[src/rcs_pkg.sv]
// ----------------------------------------------------------------------------
// rcs_pkg
// Shared constants, types and helper functions of the Richardson solver.
// ----------------------------------------------------------------------------
`default_nettype none

package rcs_pkg;

   localparam int MAX_SIZE    = 16;
   localparam int POWER_STEPS = 50;
   localparam int IDX_W       = $clog2(MAX_SIZE);
   localparam int CNT_W       = $clog2(MAX_SIZE + 1);
   localparam int STEP_W      = $clog2(POWER_STEPS + 1);
   localparam int ACC_W       = 56;
   localparam int DIV_W       = 48;

   localparam logic signed [31:0] ONE_Q16 = 32'sd65536;
   localparam logic signed [31:0] SAT_MAX = 32'sh7FFF_FFFF;
   localparam logic signed [31:0] SAT_MIN = 32'sh8000_0000;

   localparam logic [1:0] OP_LOAD_A = 2'd0;
   localparam logic [1:0] OP_LOAD_B = 2'd1;
   localparam logic [1:0] OP_START  = 2'd2;

   localparam logic [2:0] CSR_SIZE  = 3'd0;
   localparam logic [2:0] CSR_STEP  = 3'd1;
   localparam logic [2:0] CSR_AUTO  = 3'd2;
   localparam logic [2:0] CSR_TOL   = 3'd3;
   localparam logic [2:0] CSR_LIMIT = 3'd4;

   typedef enum logic [1:0] {
      ROT_HOLD, ROT_SHIFT, ROT_LOAD_X, ROT_LOAD_PV
   } rot_op_type;

   typedef enum logic [1:0] {
      MUL_IDLE, MUL_SQ, MUL_UPD
   } mul_op_type;

   typedef enum logic [2:0] {
      SH_HOLD, SH_SHIFT, SH_LOAD_SQ, SH_LOAD_VAL, SH_LOAD_X
   } sh_op_type;

   typedef struct packed {
      rot_op_type               rot_op;
      logic                     mac_issue;
      logic                     acc_clr;
      logic                     res_en;
      logic                     sub_b;
      mul_op_type               mul_op;
      logic                     x_upd;
      sh_op_type                sh_op;
      logic                     pv_commit;
      logic                     vec_init;
      logic [CNT_W-1:0]         n;
      logic signed [31:0]       tau;
   } cell_ctl_type;

   typedef struct packed {
      logic                     a_en;
      logic                     b_en;
      logic [IDX_W-1:0]         row;
      logic [IDX_W-1:0]         column;
      logic signed [31:0]       value;
   } cell_wr_type;

   function automatic logic signed [31:0] sat32(input logic signed [ACC_W-1:0] v);
      logic signed [31:0] r;
      if (v > ACC_W'(SAT_MAX)) begin
         r = SAT_MAX;
      end else if (v < ACC_W'(SAT_MIN)) begin
         r = SAT_MIN;
      end else begin
         r = v[31:0];
      end
      return r;
   endfunction

endpackage

`default_nettype wire

[src/rcs_sqrt.sv]
// ----------------------------------------------------------------------------
// rcs_sqrt
// Serial integer square root of a 64-bit value, two radicand bits per cycle.
// ----------------------------------------------------------------------------
`default_nettype none

module rcs_sqrt import rcs_pkg::*; (
   input  wire logic        clock,
   input  wire logic        reset,
   input  wire logic        start,
   input  wire logic [63:0] operand,
   output logic             busy,
   output logic [31:0]      root
);

   logic [63:0] rem_ff, res_ff, bit_ff;
   logic        busy_ff;
   logic [63:0] trial;

   assign trial = res_ff + bit_ff;

   always_ff @(posedge clock) begin
      if (reset) begin
         busy_ff <= 1'b0;
      end else if (start) begin
         busy_ff <= 1'b1;
      end else if (busy_ff && bit_ff[0]) begin
         busy_ff <= 1'b0;
      end
   end

   always_ff @(posedge clock) begin
      if (start) begin
         rem_ff <= operand;
         res_ff <= '0;
         bit_ff <= 64'd1 << 62;
      end else if (busy_ff) begin
         if (rem_ff >= trial) begin
            rem_ff <= rem_ff - trial;
            res_ff <= (res_ff >> 1) + bit_ff;
         end else begin
            res_ff <= res_ff >> 1;
         end
         bit_ff <= bit_ff >> 2;
      end
   end

   assign busy = busy_ff;
   assign root = res_ff[31:0];

endmodule

`default_nettype wire

[config.mk]
export PLATFORM = sky130hd
export DESIGN_NAME = rcs_sqrt
export DESIGN_NICKNAME = d
export VERILOG_FILES = /design/src/rcs_pkg.sv /design/src/rcs_sqrt.sv
export SDC_FILE = /design/constraint.sdc
export NUM_CORES = 1
export LEC_CHECK = 0
export BUFFER_PORTS_ARGS = -buffer_cell sky130_fd_sc_hd__clkbuf_2
export CORE_UTILIZATION = 60
export DETAILED_ROUTE_END_ITERATION = 12
export GPL_ROUTABILITY_DRIVEN = 0
export PLACE_DENSITY = 0.87
export SYNTH_ARGS = -nofsm -noshare
export SYNTH_HDL_FRONTEND = slang
export SYNTH_SLANG_ARGS = --single-unit
[constraint.sdc]
create_clock -name clock -period 11 [get_ports clock]
set_clock_uncertainty 0.2 [all_clocks]
set_input_delay 2.2 -clock clock [delete_from_list [all_inputs] [get_ports clock]]
set_output_delay 2.2 -clock clock [all_outputs]
set_load 0.02 [all_outputs]
After elaboration in Yosys (flattened, before gate mapping) --
Index checks and enable logic that the tools add are counted.
Word-level totals: flip-flop bits (word level) 161, input bits 67, output and inout port bits 33, word-level logic and storage cells 19
Cells by class: $add $sub $neg 3, magnitude comparators 1, muxes and demuxes 6, reductions and logical operators 5
Operators by type and width (number):
- $mux 64 | 4
- $add 63x63->64 | 1
- $add 64x63->64 | 1
- $ge 64x64->1 | 1
- $sub 64x64->64 | 1
- $reduce_bool 2->1 | 3
- $mux 1 | 2
- $reduce_and 2->1 | 1
- $logic_and 1x1->1 | 1

Logic depth before layout (Yosys ltp) --
depth after elaboration 5, mapped depth 26

Least setup slack after synthesis --
No wires, ideal clock.
path type register to register, start point reg bit_ff[30], end point reg rem_ff[0] (enable), library setup time 0.574 ns, arrival 8.932 ns, path slack 1.293 ns, cell stages (with the launch flop) 23, clock period less this slack 9.707 ns, cells stage by stage dfxtp_1 ha_1 and2_4 nand3_2 or3_1 or4_1 a2bb2oi_1 a21boi_4 a21oi_1 nor2b_1 xnor2_1 ha_1 clkbuf_1 nand2_1 nor2_1 nand3_1 nor3_1 o21ai_0 a311oi_2 o21ai_2 buf_4 buf_2 o21ai_0
Between the ends: longest elaborated chain between the ends 4
RTL lines:
- from (decl) | RTL line rcs_sqrt.sv:16 | logic [63:0] rem_ff, res_ff, bit_ff;
- from (signal assigned) | RTL line rcs_sqrt.sv:36 | bit_ff <= 64'd1 << 62;
- from (signal assigned) | RTL line rcs_sqrt.sv:44 | bit_ff <= bit_ff >> 2;
- $add 64x63->64 | RTL line rcs_sqrt.sv:20 | assign trial = res_ff + bit_ff;
- $ge 64x64->1 | RTL line rcs_sqrt.sv:38 | if (rem_ff >= trial) begin
- $reduce_bool 2->1 (no source line)
- $reduce_and 2->1 (no source line)
- to (signal assigned) | RTL line rcs_sqrt.sv:34 | rem_ff <= operand;
- to (signal assigned) | RTL line rcs_sqrt.sv:39 | rem_ff <= rem_ff - trial;
- to (decl) | RTL line rcs_sqrt.sv:16
No other way between the ends. A chain may end at the register's enable or synchronous reset.

Worst setup path in the final report --
start point reg res_ff[2], end point reg rem_ff[10] (enable)
Between the ends: longest elaborated chain between the ends 4
RTL lines:
- from (decl) | RTL line rcs_sqrt.sv:16
- from (signal assigned) | RTL line rcs_sqrt.sv:40 | res_ff <= (res_ff >> 1) + bit_ff;
- from (signal assigned) | RTL line rcs_sqrt.sv:42 | res_ff <= res_ff >> 1;
- $add 64x63->64 | RTL line rcs_sqrt.sv:20
- $ge 64x64->1 | RTL line rcs_sqrt.sv:38
- $reduce_bool 2->1 (no source line)
- $reduce_and 2->1 (no source line)
No other way between the ends.

==> run metrics <==
Tmin final 7.169 ns; Synth warnings 0; Placed Area 0.01562 mm^2; Top Ports 100; syn nets 2144; placed insts 2244; WHS Path Cells 2; Initial DRC Count 1725; CTS Sinks 161; Inserted Clock Buffers 17; # diodes 0; Max rail drop VDD 157.1 uV; total congestion overflow 0; Die Span Y 161.6 um; root buffer cell clkbuf_16; Post-CTS Setup Bufs 0; R2R Path Start res_ff[2]; Pwr Total 0.003889 W; clk slew on worst S/H paths 0.08 ns; Die ar. 0.02611 mm^2; Synth-to-Final Area Change 6.198%; Tot GR Track Use 0.3232; vias per std cell 6.676; Post-synth top flop dfxtp_1; Design Area, Final 0.01623 mm^2; Worst EP required 10.87 ns; most common cell after layout, fill and taps aside nand2_1; Core Rows 58; clk buf depth 2; worst hold path class flip-flop to flip-flop; Seq/Total Area, Yosys 0.2528; final core occ 0.6464; antenna violations before repair 0; status finished, final reports clean; post-DR wirelength/cell 18.79 um; Synth area leaders dfxtp_1 (13%), edfxtp_1 (13%), ha_1 (11%); Final Hold Fails 0; Yosys reg bits 161; global-route wire length before repair 69320 um; EDFF count, synth 64; Leakage 6.355 nW; Yosys top cell area share 0.1271; RR Endpoint rem_ff[10]; nets@finish 2131; DRT antenna net count 0; worst rel slew slack 0.2970; final std cells w/o fill 2276; largest net degree at the start of global routing 124; Post-CTS Hold Buffers 0; Reg2Reg Depth 20; vias in the first global route 14.07k; Core Footprint 0.02511 mm^2; cell taking the most area after synthesis dfxtp_1; R2R setup slack 3.83 ns; Post-Route WL 42780 um; later-pin clock latency in the skew report 0.44 ns; critical path peak fanout 73; DR vias 15.19k; pwr dens 239.6 mW/mm^2; fin. max-slew vios 0; part of the cycle the worst path needs 0.6517; endpoint class of the critical path flip-flop; H-tree Lvls 4; mapped cell area 0.01528 mm^2; WP data arrival 7.03 ns; total negative setup slack 0 ns; Post-route DRC 0; layout cell share with drive strength beyond 1 0.09918; cells after synthesis 1946; WS Path Type flip-flop to flip-flop; async set-reset flop share out of synthesis 0; Initial Util 0.6086; hold_sp res_ff[0]; CTS tree done; # resized after CTS 0; worst-margin pin slew 1.054 ns; Pre-Repair DR Iteration Count 6; synthesized area per cell 7.853 um^2; Fmax achieved 0.1395 GHz; Hold Path End res_ff[0]; die width 161.6 um; hpwl dp 31180 um; final setup vio count 0; PortBufs 99; RSZ-0062 raised after global routing false; Yosys cell types 86; most frequent cells in the layout nand2_1 (218), nor2_1 (192), o21ai_0 (143); startpoint types flip-flop; Max-cap violations 0
## per-stage QoR
step / hold slack [ns] / setup slack (ns)
3_5_place_dp: 0.3170 / 4.200
3_3_place_gp: 0.2942 / 4.484
5_1_grt: 0.3693 / 3.562
2_1_floorplan: 0.2795 / 1.293
4_1_cts: 0.3289 / 4.106
6_report: 0.3184 / 3.831
## logic make-up (layout without fill, tap and decap cells)
logic type | count (synthesis) | count (layout) | share of synthesized area
mux | 61 | 61 | 0.04085
fa+ha+maj | 131 | 131 | 0.1077
compound gates | 641 | 641 | 0.2760
flops | 161 | 161 | 0.2528
buf+inv | 188 | 188 | 0.05551
xor+xnor | 147 | 147 | 0.08425
simple gates | 617 | 617 | 0.1828
## cell type report
cell class | instances | area [um^2]
Sequential cell | 161 | 3867
Multi-Input combinational cell | 1597 | 10590
Tap cell | 330 | 412.9
Fill cell | 2092 | 8880
Timing Repair Buffer | 107 | 561.8
Inverter | 49 | 183.9
Clock inverter | 11 | 110.1
Clock buffer | 21 | 504.2
## report_power, final
group	internal, W	switching (W)	total [W]	leakage [nW]
Clock	0.000357	0.000276	0.000633	0.301
Combinational	0.000863	0.00143	0.00229	4.62
Sequential	0.000825	0.000140	0.000965	1.43
Total	0.00205	0.00184	0.00389	6.36
## registers in the layout, summed over array words and instances (netlist names)
register,flops
rem_ff,64
res_ff,64
bit_ff,32
busy,1
## metal layers
metal,GRT usage,part of all wire,wire (um),vias to the layer above
li1,-,-,-,7133
met1,0.4275,0.42,17780,7023
met2,0.5210,0.45,19180,890
met3,0.05958,0.099,4254,148
met4,0.1256,0.036,1553,0
met5,0,0,0,-
## critical path, cell delays in order, from the launching register on
cell	delay (ns)
dfxtp_1	0.36
ha_1	0.35
a31oi_1	0.13
o21bai_1	0.24
a31oi_1	0.19
o21ai_1	0.65
a41oi_1	0.34
o21ai_0	0.56
a31oi_1	0.22
xor2_1	0.19
ha_1	0.45
nand2_1	0.12
nor2_1	0.24
nand3_1	0.17
nor3_1	0.31
o21ai_0	0.20
a311oi_2	0.41
o21ai_4	0.09
buf_4	0.35
o21ai_4	0.21
buf_4	0.69
## cell usage after synthesis (12+ instances only)
library cell  number
nand4_1           47
nor2_1           192
and2_1            14
inv_1             48
ha_1             130
o21ai_0          144
a31oi_1           63
o21bai_1          29
nand2_1          218
a21o_1            54
edfxtp_1          64
o21a_1            19
or3_1             15
buf_4             35
a31o_2            16
xor2_1            71
nand3_1           37
nor2b_1           14
mux2i_1           50
a21oi_1          136
o211ai_1          16
dfxtp_1           97
nor3_1            30
and3_1            13
clkbuf_1          91
a211oi_1          42
a311oi_1          17
xnor2_1           76
a21boi_0          12
## how the worst max path moves through the flow
stage,startpoint,to,depth (start not counted)
6_report,res_ff[2],rem_ff[10],20
5_1_grt,res_ff[2],rem_ff[17],20
4_1_cts,res_ff[2],rem_ff[51],20
3_5_place_dp,res_ff[2],rem_ff[24],20
3_3_place_gp,res_ff[2],rem_ff[61],20
2_1_floorplan,bit_ff[30],rem_ff[0],22
Power figures use the tool's default switching activity.
