--- config.mk ---
export PLATFORM = sky130hd
export DESIGN_NAME = rcs_cell
export DESIGN_NICKNAME = d
export VERILOG_FILES = /design/src/rcs_pkg.sv /design/src/rcs_cell.sv
export SDC_FILE = /design/constraint.sdc
export NUM_CORES = 2
export LEC_CHECK = 0
export ABC_AREA = 1
export BUFFER_PORTS_ARGS = -buffer_cell sky130_fd_sc_hd__buf_2
export CORE_MARGIN = 2
export CORE_UTILIZATION = 60
export DETAILED_ROUTE_END_ITERATION = 12
export HOLD_SLACK_MARGIN = 0.12
export PLACE_DENSITY = 0.73
export SYNTH_ARGS = -nofsm -noshare
export SYNTH_HDL_FRONTEND = slang
export SYNTH_SLANG_ARGS = --single-unit
export TNS_END_PERCENT = 1
--- constraint.sdc ---
create_clock -name clock -period 14.95 [get_ports clock]
set_clock_uncertainty 0.1 [all_clocks]
set_input_delay 1.495 -clock clock [delete_from_list [all_inputs] [get_ports clock]]
set_output_delay 1.495 -clock clock [all_outputs]
set_load 0.005 [all_outputs]
--- src/rcs_pkg.sv ---
// ----------------------------------------------------------------------------
// rcs_pkg
// Shared constants, types and helper functions of the Richardson solver.
// ----------------------------------------------------------------------------
`default_nettype none

package rcs_pkg;

   localparam int MAX_SIZE    = 16;
   localparam int POWER_STEPS = 50;
   localparam int IDX_W       = $clog2(MAX_SIZE);
   localparam int CNT_W       = $clog2(MAX_SIZE + 1);
   localparam int STEP_W      = $clog2(POWER_STEPS + 1);
   localparam int ACC_W       = 56;
   localparam int DIV_W       = 48;

   localparam logic signed [31:0] ONE_Q16 = 32'sd65536;
   localparam logic signed [31:0] SAT_MAX = 32'sh7FFF_FFFF;
   localparam logic signed [31:0] SAT_MIN = 32'sh8000_0000;

   localparam logic [1:0] OP_LOAD_A = 2'd0;
   localparam logic [1:0] OP_LOAD_B = 2'd1;
   localparam logic [1:0] OP_START  = 2'd2;

   localparam logic [2:0] CSR_SIZE  = 3'd0;
   localparam logic [2:0] CSR_STEP  = 3'd1;
   localparam logic [2:0] CSR_AUTO  = 3'd2;
   localparam logic [2:0] CSR_TOL   = 3'd3;
   localparam logic [2:0] CSR_LIMIT = 3'd4;

   typedef enum logic [1:0] {
      ROT_HOLD, ROT_SHIFT, ROT_LOAD_X, ROT_LOAD_PV
   } rot_op_type;

   typedef enum logic [1:0] {
      MUL_IDLE, MUL_SQ, MUL_UPD
   } mul_op_type;

   typedef enum logic [2:0] {
      SH_HOLD, SH_SHIFT, SH_LOAD_SQ, SH_LOAD_VAL, SH_LOAD_X
   } sh_op_type;

   typedef struct packed {
      rot_op_type               rot_op;
      logic                     mac_issue;
      logic                     acc_clr;
      logic                     res_en;
      logic                     sub_b;
      mul_op_type               mul_op;
      logic                     x_upd;
      sh_op_type                sh_op;
      logic                     pv_commit;
      logic                     vec_init;
      logic [CNT_W-1:0]         n;
      logic signed [31:0]       tau;
   } cell_ctl_type;

   typedef struct packed {
      logic                     a_en;
      logic                     b_en;
      logic [IDX_W-1:0]         row;
      logic [IDX_W-1:0]         column;
      logic signed [31:0]       value;
   } cell_wr_type;

   function automatic logic signed [31:0] sat32(input logic signed [ACC_W-1:0] v);
      logic signed [31:0] r;
      if (v > ACC_W'(SAT_MAX)) begin
         r = SAT_MAX;
      end else if (v < ACC_W'(SAT_MIN)) begin
         r = SAT_MIN;
      end else begin
         r = v[31:0];
      end
      return r;
   endfunction

endpackage

`default_nettype wire

--- src/rcs_cell.sv ---
// ----------------------------------------------------------------------------
// rcs_cell
// One row cell: holds a matrix row and the row's vector entries, does the
// multiply-accumulate of the row product and passes vectors to its neighbour.
// ----------------------------------------------------------------------------
`default_nettype none

module rcs_cell import rcs_pkg::*; (
   input  wire logic               clock,
   input  wire logic               reset,
   input  wire logic [IDX_W-1:0]   cell_index,
   input  wire cell_ctl_type       ctl,
   input  wire cell_wr_type        wr,
   input  wire logic signed [31:0] rot_in,
   output logic signed [31:0]      rot_out,
   input  wire logic [63:0]        sh_in,
   output logic [63:0]             sh_out
);

   logic signed [31:0]      a_mem [MAX_SIZE];
   logic signed [31:0]      b_ff, x_ff, pv_ff, rot_ff, rot_d_ff, a_rd_ff, val_ff;
   logic [IDX_W-1:0]        col_ff;
   logic                    mv_ff, acc_v_ff;
   logic signed [63:0]      p_ff;
   logic signed [ACC_W-1:0] acc_ff;
   logic [63:0]             sh_ff;
   logic signed [31:0]      mul_a, mul_b;
   logic                    mul_en;
   logic signed [ACC_W-1:0] prod_q16;

   assign prod_q16 = ACC_W'(p_ff >>> 16);

   always_ff @(posedge clock) begin
      if (wr.a_en && wr.row == cell_index) begin
         a_mem[wr.column] <= wr.value;
      end
      if (ctl.mac_issue) begin
         a_rd_ff <= a_mem[col_ff];
      end
   end

   always_comb begin
      mul_en = 1'b1;
      mul_a  = a_rd_ff;
      mul_b  = rot_d_ff;
      if (!mv_ff) begin
         case (ctl.mul_op)
            MUL_SQ: begin
               mul_a = val_ff;
               mul_b = val_ff;
            end
            MUL_UPD: begin
               mul_a = ctl.tau;
               mul_b = val_ff;
            end
            default: begin
               mul_en = 1'b0;
            end
         endcase
      end
   end

   always_ff @(posedge clock) begin
      if (reset) begin
         mv_ff    <= 1'b0;
         acc_v_ff <= 1'b0;
      end else begin
         mv_ff    <= ctl.mac_issue;
         acc_v_ff <= mv_ff;
      end
   end

   always_ff @(posedge clock) begin
      if (wr.b_en && wr.row == cell_index) begin
         b_ff <= wr.value;
      end
      if (ctl.vec_init) begin
         x_ff  <= '0;
         pv_ff <= ONE_Q16;
      end else begin
         if (ctl.x_upd) begin
            x_ff <= sat32(ACC_W'(x_ff) - prod_q16);
         end
         if (ctl.pv_commit) begin
            pv_ff <= sh_ff[31:0];
         end
      end

      case (ctl.rot_op)
         ROT_LOAD_X: begin
            rot_ff <= x_ff;
            col_ff <= cell_index;
         end
         ROT_LOAD_PV: begin
            rot_ff <= pv_ff;
            col_ff <= cell_index;
         end
         ROT_SHIFT: begin
            rot_ff <= rot_in;
         end
         default: begin
         end
      endcase
      if (ctl.mac_issue) begin
         rot_d_ff <= rot_ff;
         col_ff   <= ({1'b0, col_ff} == ctl.n - 1'b1) ? '0 : col_ff + 1'b1;
      end

      if (mul_en) begin
         p_ff <= 64'(mul_a) * 64'(mul_b);
      end
      if (ctl.acc_clr) begin
         acc_ff <= '0;
      end else if (acc_v_ff) begin
         acc_ff <= acc_ff + prod_q16;
      end
      if (ctl.res_en) begin
         val_ff <= sat32(acc_ff - (ctl.sub_b ? ACC_W'(b_ff) : ACC_W'(0)));
      end

      case (ctl.sh_op)
         SH_SHIFT:    sh_ff <= sh_in;
         SH_LOAD_SQ:  sh_ff <= p_ff;
         SH_LOAD_VAL: sh_ff <= 64'(val_ff);
         SH_LOAD_X:   sh_ff <= 64'(x_ff);
         default: begin
         end
      endcase
   end

   assign rot_out = rot_ff;
   assign sh_out  = sh_ff;

endmodule

`default_nettype wire

# ---- Yosys cells after proc, flatten, opt, wreduce, memory -nomap -nowiden
# Memories as Yosys holds them, arrays and structs flattened. A register that Yosys moved wholly into a read port is not among the register bits.
# Index checks and enable logic that the tools add are counted.
dict set report word_totals {
  ff_bits 382
  memories 1
  ramBits 512
  output_inout_bits 96
}
dict set report classes {
  magnitude_cmp 4
  mux 17
  eq_ne 11
  n_mul 1
  n_reduce_logical 7
  add_sub_neg 5
}
# name depth word_bits read_ports rd_ports_with_merged_regs write_ports line
set memory_table {}
lappend memory_table {a_mem 16 32 1 1 1 rcs_cell.sv:20} ;# logic signed [31:0] a_mem [MAX_SIZE];
# cell count
set ops {}
lappend ops {{one-hot mux 64 bit (4 select lines)} 1}
lappend ops {{two-way mux 32 bit} 6}
lappend ops {{one-hot mux 32 bit (3 select lines)} 1}
lappend ops {{multiplier 32 x 32 -> 64 bit} 1}
lappend ops {{one-hot mux 32 bit (2 select lines)} 1}
lappend ops {{adder 56 x 48 -> 56 bit} 1}
lappend ops {{> comparator 56 x 32 -> 1 bit, second input constant} 1}
lappend ops {{< comparator 56 x 32 -> 1 bit, second input constant} 1}
lappend ops {{two-way mux 56 bit} 1}
lappend ops {{subtractor 56 bit} 1}
lappend ops {{> comparator 49 x 32 -> 1 bit, second input constant} 1}
lappend ops {{< comparator 49 x 32 -> 1 bit, second input constant} 1}
lappend ops {{subtractor 32 x 48 -> 49 bit} 1}
lappend ops {{two-way mux 4 bit} 3}
lappend ops {{equality test 2 bit, second input constant} 3}
lappend ops {{equality test 3 x 2 -> 1 bit, second input constant} 2}
lappend ops {{equality test 4 x 5 -> 1 bit} 1}
lappend ops {{subtractor 5 x 1 -> 5 bit, second input constant} 1}
lappend ops {{adder 4 x 1 -> 4 bit, second input constant} 1}
lappend ops {{equality test 2 x 1 -> 1 bit, second input constant} 2}
lappend ops {{equality test 4 bit} 1}
lappend ops {{two-way mux 1 bit} 4}
lappend ops {{nonzero test 4 bit} 1}
lappend ops {{OR reduction 2 bit} 2}
lappend ops {{other kinds (5)} 6}

# ---- Depth between registers and ports, before layout
dict set report logic_depth {
  depth_word 5
  ltp_mapped 40
}

# ---- Worst setup path after synthesis
# No wires, ideal clock.
dict set report synth_timing {
  kind {input port to flip-flop}
  from {in ctl[43] (netlist name)}
  to {reg p_ff[60] (data pin)}
  slack_ns 4.888
  required_ns 14.591
  setup_time_ns 0.259
  cell_stages 33
  arrival_time_ns 9.703
  path_buffers 3
  cell_sequence {inv_1 > ha_1 > nor2_1 > inv_1 > clkbuf_1 > buf_1 > a221o_1 > nand2_1 > clkbuf_1 > nor2_1 > fa_1 > fa_1 > fa_1 > fa_1 > inv_1 > fa_1 > inv_1 > fa_1 > inv_1 > fa_1 > fa_1 > inv_1 > ha_1 > nand2_1 > nor2_1 > inv_1 > nor2_1 > inv_1 > nor2_1 > inv_1 > o211ai_1 > a21oi_1 > xnor2_1}
}
dict set report synth_via {
  elab_chain_cells 5
}
# element line
set synth_lines {}
lappend synth_lines {{from (decl)} rcs_cell.sv:12} ;# input wire cell_ctl_type ctl,
lappend synth_lines {{equality test 2 bit / equality test 2 x 1 -> 1 bit (equally long branches)} rcs_cell.sv:47} ;# case (ctl.mul_op)
lappend synth_lines {{OR reduction 2 bit (no line)} n/a}
lappend synth_lines {{two-way mux 32 bit} rcs_cell.sv:47}
lappend synth_lines {{two-way mux 32 bit} rcs_cell.sv:46} ;# if (!mv_ff) begin
lappend synth_lines {{multiplier 32 x 32 -> 64 bit *} rcs_cell.sv:110} ;# p_ff <= 64'(mul_a) * 64'(mul_b);
lappend synth_lines {{to (signal assigned)} rcs_cell.sv:110}
lappend synth_lines {{to (decl)} rcs_cell.sv:24} ;# logic signed [63:0] p_ff;
# Mark *: on every way between the ends. The rest lies on a longest branch, timed or not.
# A chain may end at the register's enable or synchronous reset.

# ---- Final worst setup path
# Ends and elaborated chain as after synthesis.

==> impl_metrics.tcl <==
set metrics [dict create \
    synth_top_cell_by_area "edfxtp_1" \
    ys_async_sr_fraction_pct 0 \
    crit_slowest_cell "fa_1" \
    cts_tree "done" \
    grt_overflow_total 0 \
    yosys.cell_types.count 57 \
    grt_pass1_vias 70730 \
    status "completed" \
    end_kind "flop" \
    stdcell_count 11868 \
    finalNetCount 11512 \
    clock-root-buffer "clkbuf_16" \
    timing.fmax_mhz 87.1 \
    dp_hpwl_um 251000 \
    dr.pass1.iters 8 \
    ctsResizeCount 0 \
    start_util_pct 60.2 \
    grt_pass1_wl_um 462000 \
    clk_path_buf_depth 3 \
    post_dp_cell_area_um2 88500 \
    finalHoldViolations 0 \
    final_util_pct 65.1 \
    vias 71847 \
    synthTopCellsByArea "edfxtp_1, fa_1, nand2_1" \
    tns_ns 0 \
    io_pins 291 \
    rsz0062_at_grt "false" \
    die_w_um 380 \
    worst_pin_slew_ns 1.22 \
    core_um2 141000 \
    avgSynthCellArea_um2 8.74 \
    min_path_type "flop to flop" \
    cp_max_fo 81 \
    drv_slew 0 \
    hold_buffers 0 \
    yosys.area.top_type_share_pct 28.4 \
    synth_commonest_cells "nand2_1, inv_1, nor2_1, fa_1, edfxtp_1" \
    required_ns 15.38 \
    drive_gt1_share_pct 7.52 \
    cts_buffers 99 \
    setup_viol 0 \
    htreeDepth 3 \
    gp_congestion 1.11 \
    ys_ff_latch 926 \
    rows 138 \
    yosysSeqAreaShare_pct 31.3 \
    relSlewSlack_pct 18.4 \
    grt_use_total_pct 44.0 \
    ys.flop_type "edfxtp_1" \
    antenna_found_initial 27 \
    start_kind "input pin" \
    ys_warn_count 0 \
    synth_edf_count 804 \
    worstSetupPathType "input pin to flop" \
    cp.arrival_ns 11.92 \
    clk_pin_slew_ns 0.06 \
    clk_latency_ns 0.78 \
    cp_slowest_stage_delay_ns 0.87 \
    drt_iter0_drc 9315 \
    maxCapViolCount 0 \
    numPortBuffers 290 \
    drc_errors 0 \
    syn_to_final_growth_pct 8.21 \
    viasPerCell 6.05 \
    wirelength_um 319000 \
    synth_area_um2 84900 \
    ant_nets 0 \
    dieArea_um2 144000 \
    postCtsSetupBuffers 0 \
    fin_area_um2 91800 \
    min_period_over_period_pct 76.8 \
    placed_cells 11675 \
    syn-instance-count 9711 \
    clkSinkCount 926 \
    yosysMostFrequentCell "nand2_1" \
    period_minus_slack_ns 11.49 \
    grt_max_degree 109 \
    dieHeight_um 380 \
    wl_per_cell_um 26.9 \
    synth_nets 11337 \
]
[layout make-up]
| type | instances | area [um^2] |
|---|---|---|
| diodes | 8 | 20.0 |
| clock buffers | 120 | 2600 |
| clock inverters | 65 | 748 |
| fillers | 11826 | 49200 |
| inverters | 1782 | 6690 |
| multi-input cells | 6652 | 50400 |
| flip-flops and latches | 926 | 26600 |
| well taps | 1890 | 2360 |
| repair buffers | 425 | 2470 |
[flip-flops by register name (all words and copies together), names as in the netlist]
name	flops
acc_v_ff	1
a_rd_ff	32
sh_out	64
val_ff	32
p_ff	64
acc_ff	56
col_ff	4
x_ff	32
rot_d_ff	32
b_ff	32
rot_out	32
a_mem	512
pv_ff	32
mv_ff	1
[cells by family after synthesis]
family	after synthesis	share of synthesized area, %
and+or+nand+nor	3864	18.3
buffers and inverters	2133	9.57
adders and majority gates	1431	30.7
AOI/OAI and AO/OA	1185	8.38
DFF	926	31.3
xor gates and xnor gates	172	1.77
[metrics by stage]
stage	hold WS [ns]	setup slack (ns)
floorplan	0.324	4.89
global placement	0.344	3.18
detailed placement	0.358	3.08
CTS	0.367	3.85
global route	0.369	3.05
finish	0.368	3.46
[final timing paths]
check	slack [ns]	to	cells past startpoint	from
worst min register to register	0.37	rot_d_ff[24]	0	rot_out[24]
worst max register to register	4.40	p_ff[60]	30	mv_ff
worst min-delay path	0.37	rot_d_ff[24]	0	rot_out[24]
worst max-delay path	3.46	p_ff[60]	33	ctl[43]
[cell usage in the layout (no fill, tap or decap), types with 14 or more instances in the layout]
| cell | count |
|---|---|
| nand2_1 | 2183 |
| inv_1 | 1757 |
| nor2_1 | 1158 |
| fa_1 | 1085 |
| edfxtp_1 | 804 |
| o21ai_0 | 408 |
| a21oi_1 | 362 |
| ha_1 | 346 |
| buf_2 | 289 |
| nand3_1 | 252 |
| buf_4 | 136 |
| dfxtp_1 | 121 |
| xor2_1 | 112 |
| clkbuf_16 | 99 |
| nand4_1 | 91 |
| xnor2_1 | 60 |
| o211ai_1 | 58 |
| a221oi_1 | 46 |
| o22ai_1 | 44 |
| clkinv_1 | 36 |
| o21bai_1 | 35 |
| or2_2 | 34 |
| nor3_1 | 33 |
| o2111ai_1 | 33 |
| o221ai_1 | 32 |
| a221o_1 | 31 |
| a21oi_2 | 31 |
| a31oi_1 | 30 |
| nand2_2 | 24 |
| nor2_4 | 19 |
| nor2_2 | 18 |
| clkbuf_1 | 17 |
| a21o_1 | 15 |
| nor4_1 | 14 |
| a21boi_0 | 14 |
[worst max-delay path: cells and delay by family]
kind	cells	cell delay [ns]
xor gates and xnor gates	1	0.08
and+or+nand+nor	4	0.83
AOI/OAI and AO/OA	7	1.67
adders and majority gates	10	5.12
buffers and inverters	11	2.63
[per-layer routing]
metal  up-vias  GRT usage, %  wire length (um)
met3      1156          12.8             41600
li1      30926             -                 -
met5         -             0               230
met1     34856          57.8            116000
met2      4875          65.5            138000
met4        34          25.5             23400
Power is left out: the tool's default activity adds up to more than one toggle a clock period on the data nets, which glitch-free logic cannot reach.
