## src/rcs_pkg.sv

```systemverilog
// ----------------------------------------------------------------------------
// rcs_pkg
// Shared constants, types and helper functions of the Richardson solver.
// ----------------------------------------------------------------------------
`default_nettype none

package rcs_pkg;

   localparam int MAX_SIZE    = 16;
   localparam int POWER_STEPS = 50;
   localparam int IDX_W       = $clog2(MAX_SIZE);
   localparam int CNT_W       = $clog2(MAX_SIZE + 1);
   localparam int STEP_W      = $clog2(POWER_STEPS + 1);
   localparam int ACC_W       = 56;
   localparam int DIV_W       = 48;

   localparam logic signed [31:0] ONE_Q16 = 32'sd65536;
   localparam logic signed [31:0] SAT_MAX = 32'sh7FFF_FFFF;
   localparam logic signed [31:0] SAT_MIN = 32'sh8000_0000;

   localparam logic [1:0] OP_LOAD_A = 2'd0;
   localparam logic [1:0] OP_LOAD_B = 2'd1;
   localparam logic [1:0] OP_START  = 2'd2;

   localparam logic [2:0] CSR_SIZE  = 3'd0;
   localparam logic [2:0] CSR_STEP  = 3'd1;
   localparam logic [2:0] CSR_AUTO  = 3'd2;
   localparam logic [2:0] CSR_TOL   = 3'd3;
   localparam logic [2:0] CSR_LIMIT = 3'd4;

   typedef enum logic [1:0] {
      ROT_HOLD, ROT_SHIFT, ROT_LOAD_X, ROT_LOAD_PV
   } rot_op_type;

   typedef enum logic [1:0] {
      MUL_IDLE, MUL_SQ, MUL_UPD
   } mul_op_type;

   typedef enum logic [2:0] {
      SH_HOLD, SH_SHIFT, SH_LOAD_SQ, SH_LOAD_VAL, SH_LOAD_X
   } sh_op_type;

   typedef struct packed {
      rot_op_type               rot_op;
      logic                     mac_issue;
      logic                     acc_clr;
      logic                     res_en;
      logic                     sub_b;
      mul_op_type               mul_op;
      logic                     x_upd;
      sh_op_type                sh_op;
      logic                     pv_commit;
      logic                     vec_init;
      logic [CNT_W-1:0]         n;
      logic signed [31:0]       tau;
   } cell_ctl_type;

   typedef struct packed {
      logic                     a_en;
      logic                     b_en;
      logic [IDX_W-1:0]         row;
      logic [IDX_W-1:0]         column;
      logic signed [31:0]       value;
   } cell_wr_type;

   function automatic logic signed [31:0] sat32(input logic signed [ACC_W-1:0] v);
      logic signed [31:0] r;
      if (v > ACC_W'(SAT_MAX)) begin
         r = SAT_MAX;
      end else if (v < ACC_W'(SAT_MIN)) begin
         r = SAT_MIN;
      end else begin
         r = v[31:0];
      end
      return r;
   endfunction

endpackage

`default_nettype wire

```

## src/rcs_div.sv

```systemverilog
// ----------------------------------------------------------------------------
// rcs_div
// Serial restoring divider, one quotient bit per cycle.
// ----------------------------------------------------------------------------
`default_nettype none

module rcs_div import rcs_pkg::*; (
   input  wire logic             clock,
   input  wire logic             reset,
   input  wire logic             start,
   input  wire logic [DIV_W-1:0] dividend,
   input  wire logic [30:0]      divisor,
   output logic                  busy,
   output logic [DIV_W-1:0]      quotient
);

   logic [30:0]              rem_ff;
   logic [DIV_W-1:0]         q_ff;
   logic [30:0]              d_ff;
   logic [$clog2(DIV_W)-1:0] cnt_ff;
   logic                     busy_ff;
   logic [31:0]              trial;
   logic                     take;

   assign trial = {rem_ff, q_ff[DIV_W-1]};
   assign take  = trial >= {1'b0, d_ff};

   always_ff @(posedge clock) begin
      if (reset) begin
         busy_ff <= 1'b0;
      end else if (start) begin
         busy_ff <= 1'b1;
      end else if (busy_ff && cnt_ff == '0) begin
         busy_ff <= 1'b0;
      end
   end

   always_ff @(posedge clock) begin
      if (start) begin
         rem_ff <= '0;
         q_ff   <= dividend;
         d_ff   <= divisor;
         cnt_ff <= ($clog2(DIV_W))'(DIV_W - 1);
      end else if (busy_ff) begin
         rem_ff <= take ? 31'(trial - {1'b0, d_ff}) : trial[30:0];
         q_ff   <= {q_ff[DIV_W-2:0], take};
         cnt_ff <= cnt_ff - 1'b1;
      end
   end

   assign busy     = busy_ff;
   assign quotient = q_ff;

endmodule

`default_nettype wire

```

## config.mk

```make
export PLATFORM = sky130hd
export DESIGN_NAME = rcs_div
export DESIGN_NICKNAME = d
export VERILOG_FILES = /design/src/rcs_pkg.sv /design/src/rcs_div.sv
export SDC_FILE = /design/constraint.sdc
export NUM_CORES = 1
export LEC_CHECK = 0
export BUFFER_PORTS_ARGS = -buffer_cell sky130_fd_sc_hd__clkbuf_2
export CAP_MARGIN = 20
export CORE_MARGIN = 2
export CORE_UTILIZATION = 52
export CTS_BUF_LIST = sky130_fd_sc_hd__clkbuf_2 sky130_fd_sc_hd__clkbuf_4 sky130_fd_sc_hd__clkbuf_8
export CTS_CLUSTER_DIAMETER = 200
export CTS_CLUSTER_SIZE = 16
export DETAILED_ROUTE_END_ITERATION = 16
export PLACE_DENSITY = 0.79
export SETUP_SLACK_MARGIN = 0.5
export SYNTH_ARGS = -nofsm -noshare
export SYNTH_HDL_FRONTEND = slang
export SYNTH_SLANG_ARGS = --single-unit
```

## constraint.sdc

```tcl
create_clock -name clock -period 2.8 [get_ports clock]
set_input_delay 0.56 -clock clock [delete_from_list [all_inputs] [get_ports clock]]
set_output_delay 0.56 -clock clock [all_outputs]
set_load 0.005 [all_outputs]
```

Word level (Yosys, flattened, before mapping)

Cells that the tools add are included.

Bits in writable memories: 0
Memories kept: 0
Input bits: 82
Latch bits: 0
Memory bits (read-only): 0
Register bits after elaboration: 117

Div/mod/pow operators: 0
Multiplexer cells: 5
Multiply operators: 0
Equal/unequal tests: 0
Order comparisons: 1
Reduce and logical (&&, ||, !) cells: 4
Bitwise operators: 0
Shift operators: 0
$add $sub $neg: 2

Operators by type and width:

| kind                                                                | count |
|---|---|
| 48-bit 2-to-1 mux                                                   | 2 |
| 32-bit by 31-bit greater-or-equal comparator with 1-bit output      | 1 |
| 31-bit 2-to-1 mux                                                   | 1 |
| 31-bit subtractor                                                   | 1 |
| 6-bit logical NOT                                                   | 1 |
| 6-bit by 1-bit subtractor with 6-bit output (second input constant) | 1 |
| 2-bit nonzero test                                                  | 2 |
| 1-bit 2-to-1 mux                                                    | 2 |
| 1-bit logical AND                                                   | 1 |

Logic depth before layout (Yosys ltp)

Gate-level depths: netlist (run 1).

Depth after elaboration: 4
Depth in mapped cells: 14

Worst setup path after synthesis (run 1)

No wires, ideal clock.

Path kind: register to register
Start point: reg q_ff[47] (netlist: quotient[47])
End point: reg rem_ff[22]
Cell stages (with the launch flop): 13
Data required time: 2.683 ns
Data arrival time: 2.927 ns
Setup slack: -0.244 ns
Clock period less this slack: 3.044 ns
Path buffers: 0
Path through: edfxtp_1 inv_1 ha_1 fa_1 nand2b_1 a211o_1 and2_1 o221a_2 a211o_1 a21oi_1 xor2_1 mux2_2 a22o_1

Longest elaborated chain between the ends: 2
Elaborated cells on any way between the ends: 3

RTL lines:

| item                                                                                                       | line                         | RTL |
|---|---|---|
| start: declaration                                                                                         | rcs_div.sv:18                | `logic [DIV_W-1:0] q_ff;` |
| start signal: assignment                                                                                   | rcs_div.sv:41                | `q_ff <= dividend;` |
| start signal: assignment                                                                                   | rcs_div.sv:46                | `q_ff <= {q_ff[DIV_W-2:0], take};` |
| 31-bit subtractor / 32-bit by 31-bit greater-or-equal comparator with 1-bit output (equally long branches) | rcs_div.sv:45, rcs_div.sv:26 |  |
| 31-bit 2-to-1 mux *                                                                                        | rcs_div.sv:45                | `rem_ff <= take ? 31'(trial - {1'b0, d_ff}) : trial[30:0];` |
| end signal: assignment                                                                                     | rcs_div.sv:45                |  |
| end: declaration                                                                                           | rcs_div.sv:17                | `logic [30:0] rem_ff;` |

Mark *: on every way between the ends. The rest lies on a longest branch, timed or not.
A chain may end at the register's enable or synchronous reset.

Worst setup path in the final report (run 1)

Start point: reg q_ff[47] (netlist: quotient[47])
End point: reg rem_ff[27]

Same word-level chain as after synthesis.

==> results.json, run 1 <==
{
  "antenna_found_initial": 0,
  "ys_warn_count": 0,
  "cap_violations": 0,
  "antennaDiodeCount": 0,
  "syn_to_final_growth_pct": 30.3,
  "power_per_cell_area_mw_per_mm2": 588,
  "synth_edf_count": 79,
  "final_nets": 879,
  "finalClockSkew_ns": 0.0136,
  "io_buffer_count": 130,
  "hp-class": "in2reg",
  "setup_viol": 26,
  "synth_ff_type": "edfxtp_1",
  "min_path_cells": 2,
  "cts_buffers": 17,
  "grt_max_degree": 79,
  "grt_remaining_overflow": 0,
  "hold-worst-slack_ns": 0.272,
  "tightest_slew_ns": 0.866,
  "r2r_start": "quotient[47]",
  "stdcell_count": 945,
  "rsz0062_at_grt": "true",
  "cts_hold_buf": 0,
  "die_y_um": 115,
  "placedCellCount": 894,
  "fin_crit_sh_pct": 106,
  "ys_seq_area_share_pct": 48.7,
  "final_common_cell": "clkbuf_2",
  "rr_endpoint": "rem_ff[27]",
  "syn_inst": 583,
  "synthesis.area_mm2": 0.00643,
  "fmax_mhz": 337,
  "cts_buffer_depth": 2,
  "worst_setup_path_start_kind": "flip-flop",
  "fp.dieW_um": 115,
  "io_pins": 131,
  "placed_area_mm2": 0.00755,
  "grt_pass1_vias": 5177,
  "dp_hpwl_um": 10700,
  "path_clk_slew_ns": 0.08,
  "grt_pass1_wl_um": 24600,
  "p_leak_nw": 3.83,
  "stdcell_area_mm2": 0.00838,
  "min_period_ns": 2.97,
  "worst_slack_ns": -0.165,
  "num_vias": 5286,
  "cp-end-kind": "flip-flop",
  "vias_per_cell": 5.59,
  "crit_fanout": 5,
  "irDropWorstVdd_mv": 0.356,
  "grt_use_total_pct": 24.0,
  "cts.sinks": 117,
  "async_flop_share_pct": 0,
  "nFillCells": 857,
  "final_cell_mix": "clkbuf_2 (129), edfxtp_1 (79), mux2_2 (49), buf_4 (49)",
  "hold_viol_final": 0,
  "htree_levels": 4,
  "start_util_pct": 53.4,
  "slew_headroom_pct": 42.1,
  "worst_ep_arrival_time_ns": 3.35,
  "drc": 0,
  "root_buffer": "clkbuf_8",
  "ys_ff_latch": 117,
  "reg2reg_setup_slack_ns": -0.17,
  "setup_tns_ns": -1.46,
  "syn_avg_cell_area_um2": 11.0,
  "drtPass1Iterations": 5,
  "criticalPathCategory": "reg2reg",
  "crit_start": "quotient[47]",
  "r2r_cells": 13,
  "ys_types": 57,
  "gp_congestion": 0.901,
  "synth_nets": 698,
  "hp-start": "reset",
  "wl_um": 16000,
  "final_core_util_pct": 69.5,
  "core_region_area_mm2": 0.0121,
  "rows": 40,
  "ant_nets": 0,
  "status": "complete, but fails checks",
  "drive_gt1_share_pct": 40.4,
  "dieArea_mm2": 0.0133,
  "cts_tree": "done",
  "violations": "negative setup slack",
  "clock_latency_ns": 0.45,
  "worst_hold_path.endpoint": "busy",
  "wl_per_cell_um": 16.9,
  "critPathRequiredTime_ns": 3.18,
  "dr.first_iter.drc_count": 370,
  "slew_violations": 0
}
-- per-stage QoR --
step / setup slack (ns) / power, W
5_1_grt: -0.298 / 0.00515
3_5_place_dp: -0.0744 / 0.00303
3_3_place_gp: 0.0176 / 0.00300
4_1_cts: -0.0588 / 0.00489
2_1_floorplan: -0.000406 / 0.00268
6_report: -0.165 / 0.00493
-- worst max-delay path, cell delays in order, from the launching register on --
cell      delay [ns]
edfxtp_1        0.36
inv_1           0.05
ha_2            0.19
fa_2            0.35
nand2b_4        0.16
a211o_1         0.29
buf_6           0.14
nand3_4         0.09
a21oi_4         0.07
a211oi_2        0.26
o211ai_2        0.12
and2_4          0.17
or4b_4          0.49
a21oi_2         0.17
-- worst max-delay path by stage --
stage / to / slack [ns] / cells after the start
6_report: rem_ff[27] / -0.17 / 13
5_1_grt: rem_ff[27] / -0.30 / 13
4_1_cts: rem_ff[22] / -0.06 / 12
3_5_place_dp: rem_ff[8] / -0.07 / 11
3_3_place_gp: rem_ff[27] / 0.02 / 11
2_1_floorplan: rem_ff[22] / -0.0004 / 12
-- kinds of logic (layout without fill, tap and decap cells) --
family,count (synthesis),after routing,share of synthesized area [%]
AOI/OAI and AO/OA,146,146,15.7
xor gates and xnor gates,29,29,3.95
adders and majority gates,33,33,6.53
buffers and inverters,70,263,4.28
DFF,117,117,48.7
muxes,67,67,11.4
and+or+nand+nor,121,122,9.53
-- synth_stat cells, drive strengths merged, types with 7 or more instances --
master  instances  share of area [%]
a21o           19                2.2
ha             32                6.2
a211oi         25                3.0
clkbuf         24                1.4
edfxtp         79                 37
xor2           13                1.8
inv            43                2.5
nor2           42                2.4
xnor2          16                2.2
nand4           9               0.97
mux2i          18                2.8
dfxtp          38                 12
a21oi          37                2.9
nand2b          8               0.78
nand2          22                1.3
mux2           49                8.6
a32oi           7               0.95
o21ai          26                2.0
-- state kept, by name, summed over array words and instances, names as in the netlist --
name / flops
cnt_ff: 6
quotient: 48
rem_ff: 31
busy: 1
d_ff: 31
-- report_power, final --
group          total, W  leakage [nW]  switching [W]  internal, W
registers       0.00209          1.10      0.0000777      0.00201
clock network   0.00182         0.231       0.000754      0.00107
logic           0.00102          2.50       0.000530     0.000490
total           0.00493          3.83        0.00136      0.00357
-- final cells by class --
| type | instances | area (um2) | share of cell area, % |
|---|---|---|---|
| multi-input cells | 397 | 3250 | 38.8 |
| clock buffers | 17 | 234 | 2.79 |
| well taps | 168 | 210 | 2.51 |
| clock inverters | 15 | 225 | 2.69 |
| repair buffers | 188 | 1160 | 13.9 |
| inverters | 43 | 161 | 1.93 |
| flip-flops and latches | 117 | 3130 | 37.4 |
-- what timing repair did --
action                                  4_1_cts  5_1_grt
endpoints found under the setup margin       32       32
buffers inserted                             11        6
gates cloned                                  2        0
resized for setup                            31       21
pin swaps                                    36       13
-- metal layers --
metal  part of all wire [%]  vias up  global-route usage [%]
met5                      0        -                       0
met4                    2.7        0                    10.7
met3                    4.6       45                    6.75
met2                     51      160                    40.8
met1                     41     2554                    28.3
li1                       -     2527                       -
No activity file was read; power rests on OpenSTA's default activity.
==> run 2: changes to the inputs <==
--- a/config.mk
+++ b/config.mk
@@ -13,7 +13,7 @@
 export CTS_CLUSTER_DIAMETER = 200
 export CTS_CLUSTER_SIZE = 16
 export DETAILED_ROUTE_END_ITERATION = 16
-export PLACE_DENSITY = 0.79
+export PLACE_DENSITY_LB_ADDON = 0.05
 export SETUP_SLACK_MARGIN = 0.5
 export SYNTH_ARGS = -nofsm -noshare
 export SYNTH_HDL_FRONTEND = slang
==> run 2 against run 1 <==
  * Die area stayed put
  * Clock skew is 0.0051 ns lower
  * The flow still finishes with violations (negative setup slack)
  * Flip-flop and latch count stayed put
  * Final cell count is 0.42% lower
  * Combinational power hardly changed
  * Routed wire length is 9.0% lower
  * Critical path depth is 2 lower
  * Highest routed layer unchanged
  * Largest power group unchanged
  * Clock power is 14% lower
==> results.json, run 2 (synthesis results as in run 1) <==
{
  "grt_pass1_vias": 4816,
  "final_cell_mix": "clkbuf_2 (129), edfxtp_1 (79), mux2_2 (49)",
  "cts_buffer_depth": 2,
  "root_buffer": "clkbuf_8",
  "vias_per_cell": 5.41,
  "fmax_mhz": 349,
  "antenna_found_initial": 0,
  "cts_hold_buf": 0,
  "wl_um": 14600,
  "dieArea_mm2": 0.0133,
  "cp_slowest_cell": "edfxtp_1",
  "io_buffer_count": 130,
  "hold-worst-slack_ns": 0.289,
  "wl_per_cell_um": 15.5,
  "tightest_slew_ns": 0.635,
  "rsz0062_at_grt": "true",
  "grt_pass1_wl_um": 22200,
  "status": "complete, but fails checks",
  "clock_latency_ns": 0.43,
  "cp_slowest_stage_delay_ns": 0.38,
  "io_pins": 131,
  "stdcell_area_mm2": 0.00832,
  "dp_hpwl_um": 10300,
  "die_y_um": 115,
  "hold_viol_final": 0,
  "htree_levels": 4,
  "grt_remaining_overflow": 0,
  "final_common_cell": "clkbuf_2",
  "min_period_ns": 2.86,
  "violations": "negative setup slack",
  "antennaDiodeCount": 0,
  "reg2reg_setup_slack_ns": -0.06,
  "cap_violations": 0,
  "slew_headroom_pct": 57.7,
  "cts_buffers": 17,
  "power_per_cell_area_mw_per_mm2": 558,
  "ant_nets": 0,
  "finalClockSkew_ns": 0.00847,
  "irDropWorstVdd_mv": 0.548,
  "cts_tree": "done",
  "crit_fanout": 2,
  "slew_violations": 0,
  "rows": 40,
  "start_util_pct": 53.4,
  "fp.dieW_um": 115,
  "criticalPathCategory": "reg2reg",
  "critPathRequiredTime_ns": 3.12,
  "worst_slack_ns": -0.0629,
  "hp-class": "in2reg",
  "setup_viol": 2,
  "core_region_area_mm2": 0.0121,
  "path_clk_slew_ns": 0.07,
  "grt_max_degree": 51,
  "cp-end-kind": "flip-flop",
  "grt_use_total_pct": 21.4,
  "drc": 0,
  "largest_reg_flops": 48,
  "dr.first_iter.drc_count": 308,
  "fin_crit_sh_pct": 102,
  "pre_cts_slack_ns": -0.0443,
  "cts.sinks": 117,
  "p_leak_nw": 3.77,
  "final_nets": 875,
  "drtPass1Iterations": 4,
  "drive_gt1_share_pct": 40.5,
  "final_core_util_pct": 69.0,
  "gp_congestion": 0.852,
  "placed_area_mm2": 0.00755,
  "syn_to_final_growth_pct": 29.3,
  "cpMostUsedCell": "a211o_1",
  "num_vias": 5090,
  "worst_setup_path_start_kind": "flip-flop",
  "path_cells": "ha_2 > fa_2 > nand2b_4 > a211o_1 > and2_4 > o221a_4 > a211o_1 > a21oi_2 > xor2_1 > mux2_2 > a22o_1",
  "worst_ep_arrival_time_ns": 3.18
}
## run 2: per-stage QoR
stage | TNS [ns] | total power, W | instances
3_3_place_gp | -0.00180 | 0.00300 | 895
3_5_place_dp | -0.0770 | 0.00302 | 895
6_report | -0.0823 | 0.00464 | 941
2_1_floorplan | -0.000406 | 0.00268 | 583
5_1_grt | -0.541 | 0.00486 | 941
4_1_cts | -0.0356 | 0.00463 | 935
## run 2: layout make-up
class,count,area [um2]
Inverter,43,161
Timing Repair Buffer,184,1130
Clock inverter,15,163
Fill cell,977,3740
Clock buffer,17,234
Tap cell,168,210
Multi-Input combinational cell,397,3290
Sequential cell,117,3130
## run 2: timing repair
item	in CTS	in global routing
gates resized for setup	26	33
gates cloned	2	0
buffers inserted	6	6
pin swaps	22	19
endpoints found under the setup margin	33	32
## run 2: power by group
part           internal [W]  leakage (nW)  total, W  switching, W
Sequential          0.00201          1.10   0.00208     0.0000740
Combinational      0.000484          2.48  0.000991      0.000508
Clock              0.000866         0.188   0.00157      0.000700
## run 2: routing by layer
metal  vias to the layer above  part of all wire (%)  routed length [um]  track usage, %
met4                         0                  0.76                 110            6.10
met5                         -                     0                   0               0
met1                      2445                    44                6470            27.1
li1                       2518                     -                   -               -
met2                       114                    50                7340            35.9
met3                        13                   4.3                 631            6.06
## run 2: worst max-delay path, delay by kind of cell, from the launching register on
family | cells | cell delay, ns
fa+ha+maj | 2 | 0.55
mux | 1 | 0.26
flops | 1 | 0.38
simple gates | 2 | 0.30
xor+xnor | 1 | 0.08
compound gates | 5 | 1.20
## run 2: worst paths after layout
path | start | end | cells after the start
hold / removal | reset | busy | 2
hold reg to reg | rem_ff[4] | rem_ff[4] | 2
setup reg to reg | d_ff[0] | rem_ff[22] | 11
setup / recovery | d_ff[0] | rem_ff[22] | 11
==> run 3: changes to the inputs <==
--- a/config.mk
+++ b/config.mk
@@ -8,7 +8,7 @@
 export BUFFER_PORTS_ARGS = -buffer_cell sky130_fd_sc_hd__clkbuf_2
 export CAP_MARGIN = 20
 export CORE_MARGIN = 2
-export CORE_UTILIZATION = 52
+export CORE_UTILIZATION = 50
 export CTS_BUF_LIST = sky130_fd_sc_hd__clkbuf_2 sky130_fd_sc_hd__clkbuf_4 sky130_fd_sc_hd__clkbuf_8
 export CTS_CLUSTER_DIAMETER = 200
 export CTS_CLUSTER_SIZE = 16
==> run 3 against run 2 <==
  * The flow still finishes with violations (negative setup slack)
  * Sequential power about the same
  * Die area increased by 3.9%
  * Hold slack got worse by 0.012 ns
  * Sequential share of layout area about the same
  * Global-route usage increased by 0.49 points
  * Clock power increased by 4%
  * Routed wire length increased by 0.86%
  * Clock skew increased by 0.0034 ns
  * Critical endpoint unchanged
  * Final cell count increased by 0.32%
  * Critical path depth increased by 1
  * Register-to-register slack improved by 0.03 ns
  * Setup slack improved by 0.025 ns
==> results.json, run 3 (synthesis results as in run 1) <==
{
  "status": "complete, but fails checks",
  "violations": "negative setup slack",
  "grt_max_degree": 52,
  "grt_use_total_pct": 21.9,
  "largest_reg_flops": 48,
  "fmax_mhz": 352,
  "dieArea_mm2": 0.0138,
  "grt_remaining_overflow": 0,
  "nFillCells": 1027,
  "cts_buffer_depth": 2,
  "cts_buffers": 17,
  "htree_levels": 4,
  "final_cell_mix": "clkbuf_2 (129), edfxtp_1 (79), mux2_2 (48), buf_4 (48), nor2_1 (42)",
  "cap_violations": 0,
  "vias_per_cell": 5.34,
  "grt_pass1_wl_um": 24400,
  "root_buffer": "clkbuf_8",
  "core_region_area_mm2": 0.0126,
  "drc": 0,
  "grt_pass1_vias": 5169,
  "wl_um": 14700,
  "crit_fanout": 2,
  "clock_latency_ns": 0.45,
  "wl_per_cell_um": 15.5,
  "slew_violations": 0,
  "fp.dieW_um": 117,
  "final_common_cell": "clkbuf_2",
  "rows": 41,
  "irDropWorstVdd_mv": 0.489,
  "min_period_ns": 2.84,
  "worst_setup_path_start_kind": "flip-flop",
  "io_pins": 131,
  "p_leak_nw": 3.75,
  "path_clk_slew_ns": 0.07,
  "cpMostUsedCell": "a211o_1",
  "worst_ep_arrival_time_ns": 3.17,
  "worst_slack_ns": -0.0376,
  "placedCellCount": 904,
  "setup_viol": 1,
  "drive_gt1_share_pct": 40.9,
  "tightest_slew_ns": 1.03,
  "antennaDiodeCount": 0,
  "criticalPathCategory": "reg2reg",
  "cp_slowest_stage_delay_ns": 0.34,
  "slew_headroom_pct": 31.3,
  "gp_congestion": 0.888,
  "path_cells": "inv_1 > ha_2 > fa_2 > nand2b_4 > a211o_1 > and2_4 > o221a_4 > a211o_1 > a21oi_2 > xor2_1 > mux2_2 > a22o_1",
  "num_vias": 5045,
  "cts_tree": "done",
  "dp_hpwl_um": 10600,
  "drtPass1Iterations": 5,
  "fin_crit_sh_pct": 101,
  "hold_viol_final": 0,
  "pre_cts_slack_ns": -0.0762,
  "ant_nets": 0,
  "final_nets": 874,
  "cp_slowest_cell": "edfxtp_1",
  "cts.sinks": 117,
  "syn_to_final_growth_pct": 29.1,
  "finalClockSkew_ns": 0.0119,
  "die_y_um": 117,
  "start_util_pct": 51.2,
  "hp-class": "in2reg",
  "antenna_found_initial": 0,
  "cp-end-kind": "flip-flop",
  "critPathRequiredTime_ns": 3.13,
  "stdcell_count": 944,
  "rsz0062_at_grt": "true",
  "power_per_cell_area_mw_per_mm2": 567,
  "io_buffer_count": 130,
  "dr.first_iter.drc_count": 307
}
## run 3: final timing paths
check          startpoint         end  slack [ns]  cells past startpoint
max          quotient[47]  rem_ff[22]       -0.04                     12
min                 reset        busy        0.28                      2
max reg2reg  quotient[47]  rem_ff[22]       -0.04                     12
min reg2reg     rem_ff[1]   rem_ff[1]        0.50                      2
## run 3: metal layers
layer	part of all wire (%)	vias to the layer above	GRT usage, %
met1	44	2405	26.5
met5	0	-	0
met4	1.0	0	7.61
met2	50	115	37.4
met3	4.3	17	6.18
li1	-	2508	-
## run 3: per-stage QoR
stage	hold slack, ns	total power [W]	instance area, um2	util (%)	TNS [ns]
after floorplan	0.443	0.00268	6480	-	-0.000406
after global routing	0.255	0.00493	8310	66.1	-0.478
after global placement	0.456	0.00301	7600	60.4	0
final	0.277	0.00471	8310	66.1	-0.0376
after CTS	0.252	0.00472	8220	65.4	-0.0435
after detailed placement	0.488	0.00304	7600	60.4	-0.138
## run 3: power breakdown
part / total [W] / switching [W] / internal (W)
Combinational: 0.00100 / 0.000512 / 0.000491
Clock: 0.00163 / 0.000703 / 0.000922
Sequential: 0.00208 / 0.0000714 / 0.00201
Total: 0.00471 / 0.00129 / 0.00342
## run 3: layout make-up
| class | instances | area [um2] | share of cell area, % |
|---|---|---|---|
| Timing Repair Buffer | 183 | 1090 | 13.1 |
| Tap cell | 172 | 215 | 2.59 |
| Multi-Input combinational cell | 397 | 3290 | 39.6 |
| Sequential cell | 117 | 3130 | 37.7 |
| Clock inverter | 13 | 154 | 1.85 |
| Clock buffer | 19 | 262 | 3.15 |
| Inverter | 43 | 161 | 1.94 |
## run 3: critical path: cells and delay by family, from the launching register on
kind	cells	cell delay (ns)
compound gates	5	1.18
fa+ha+maj	2	0.53
flops	1	0.34
simple gates	2	0.29
mux	1	0.26
xor+xnor	1	0.09
buf+inv	1	0.05
## run 3: repair_timing
action,in CTS,in global routing
hold buffers,0,0
pin swaps,33,12
resized for setup,43,17
gates cloned,1,0
buffers inserted,4,3
setup endpoints to repair,32,32
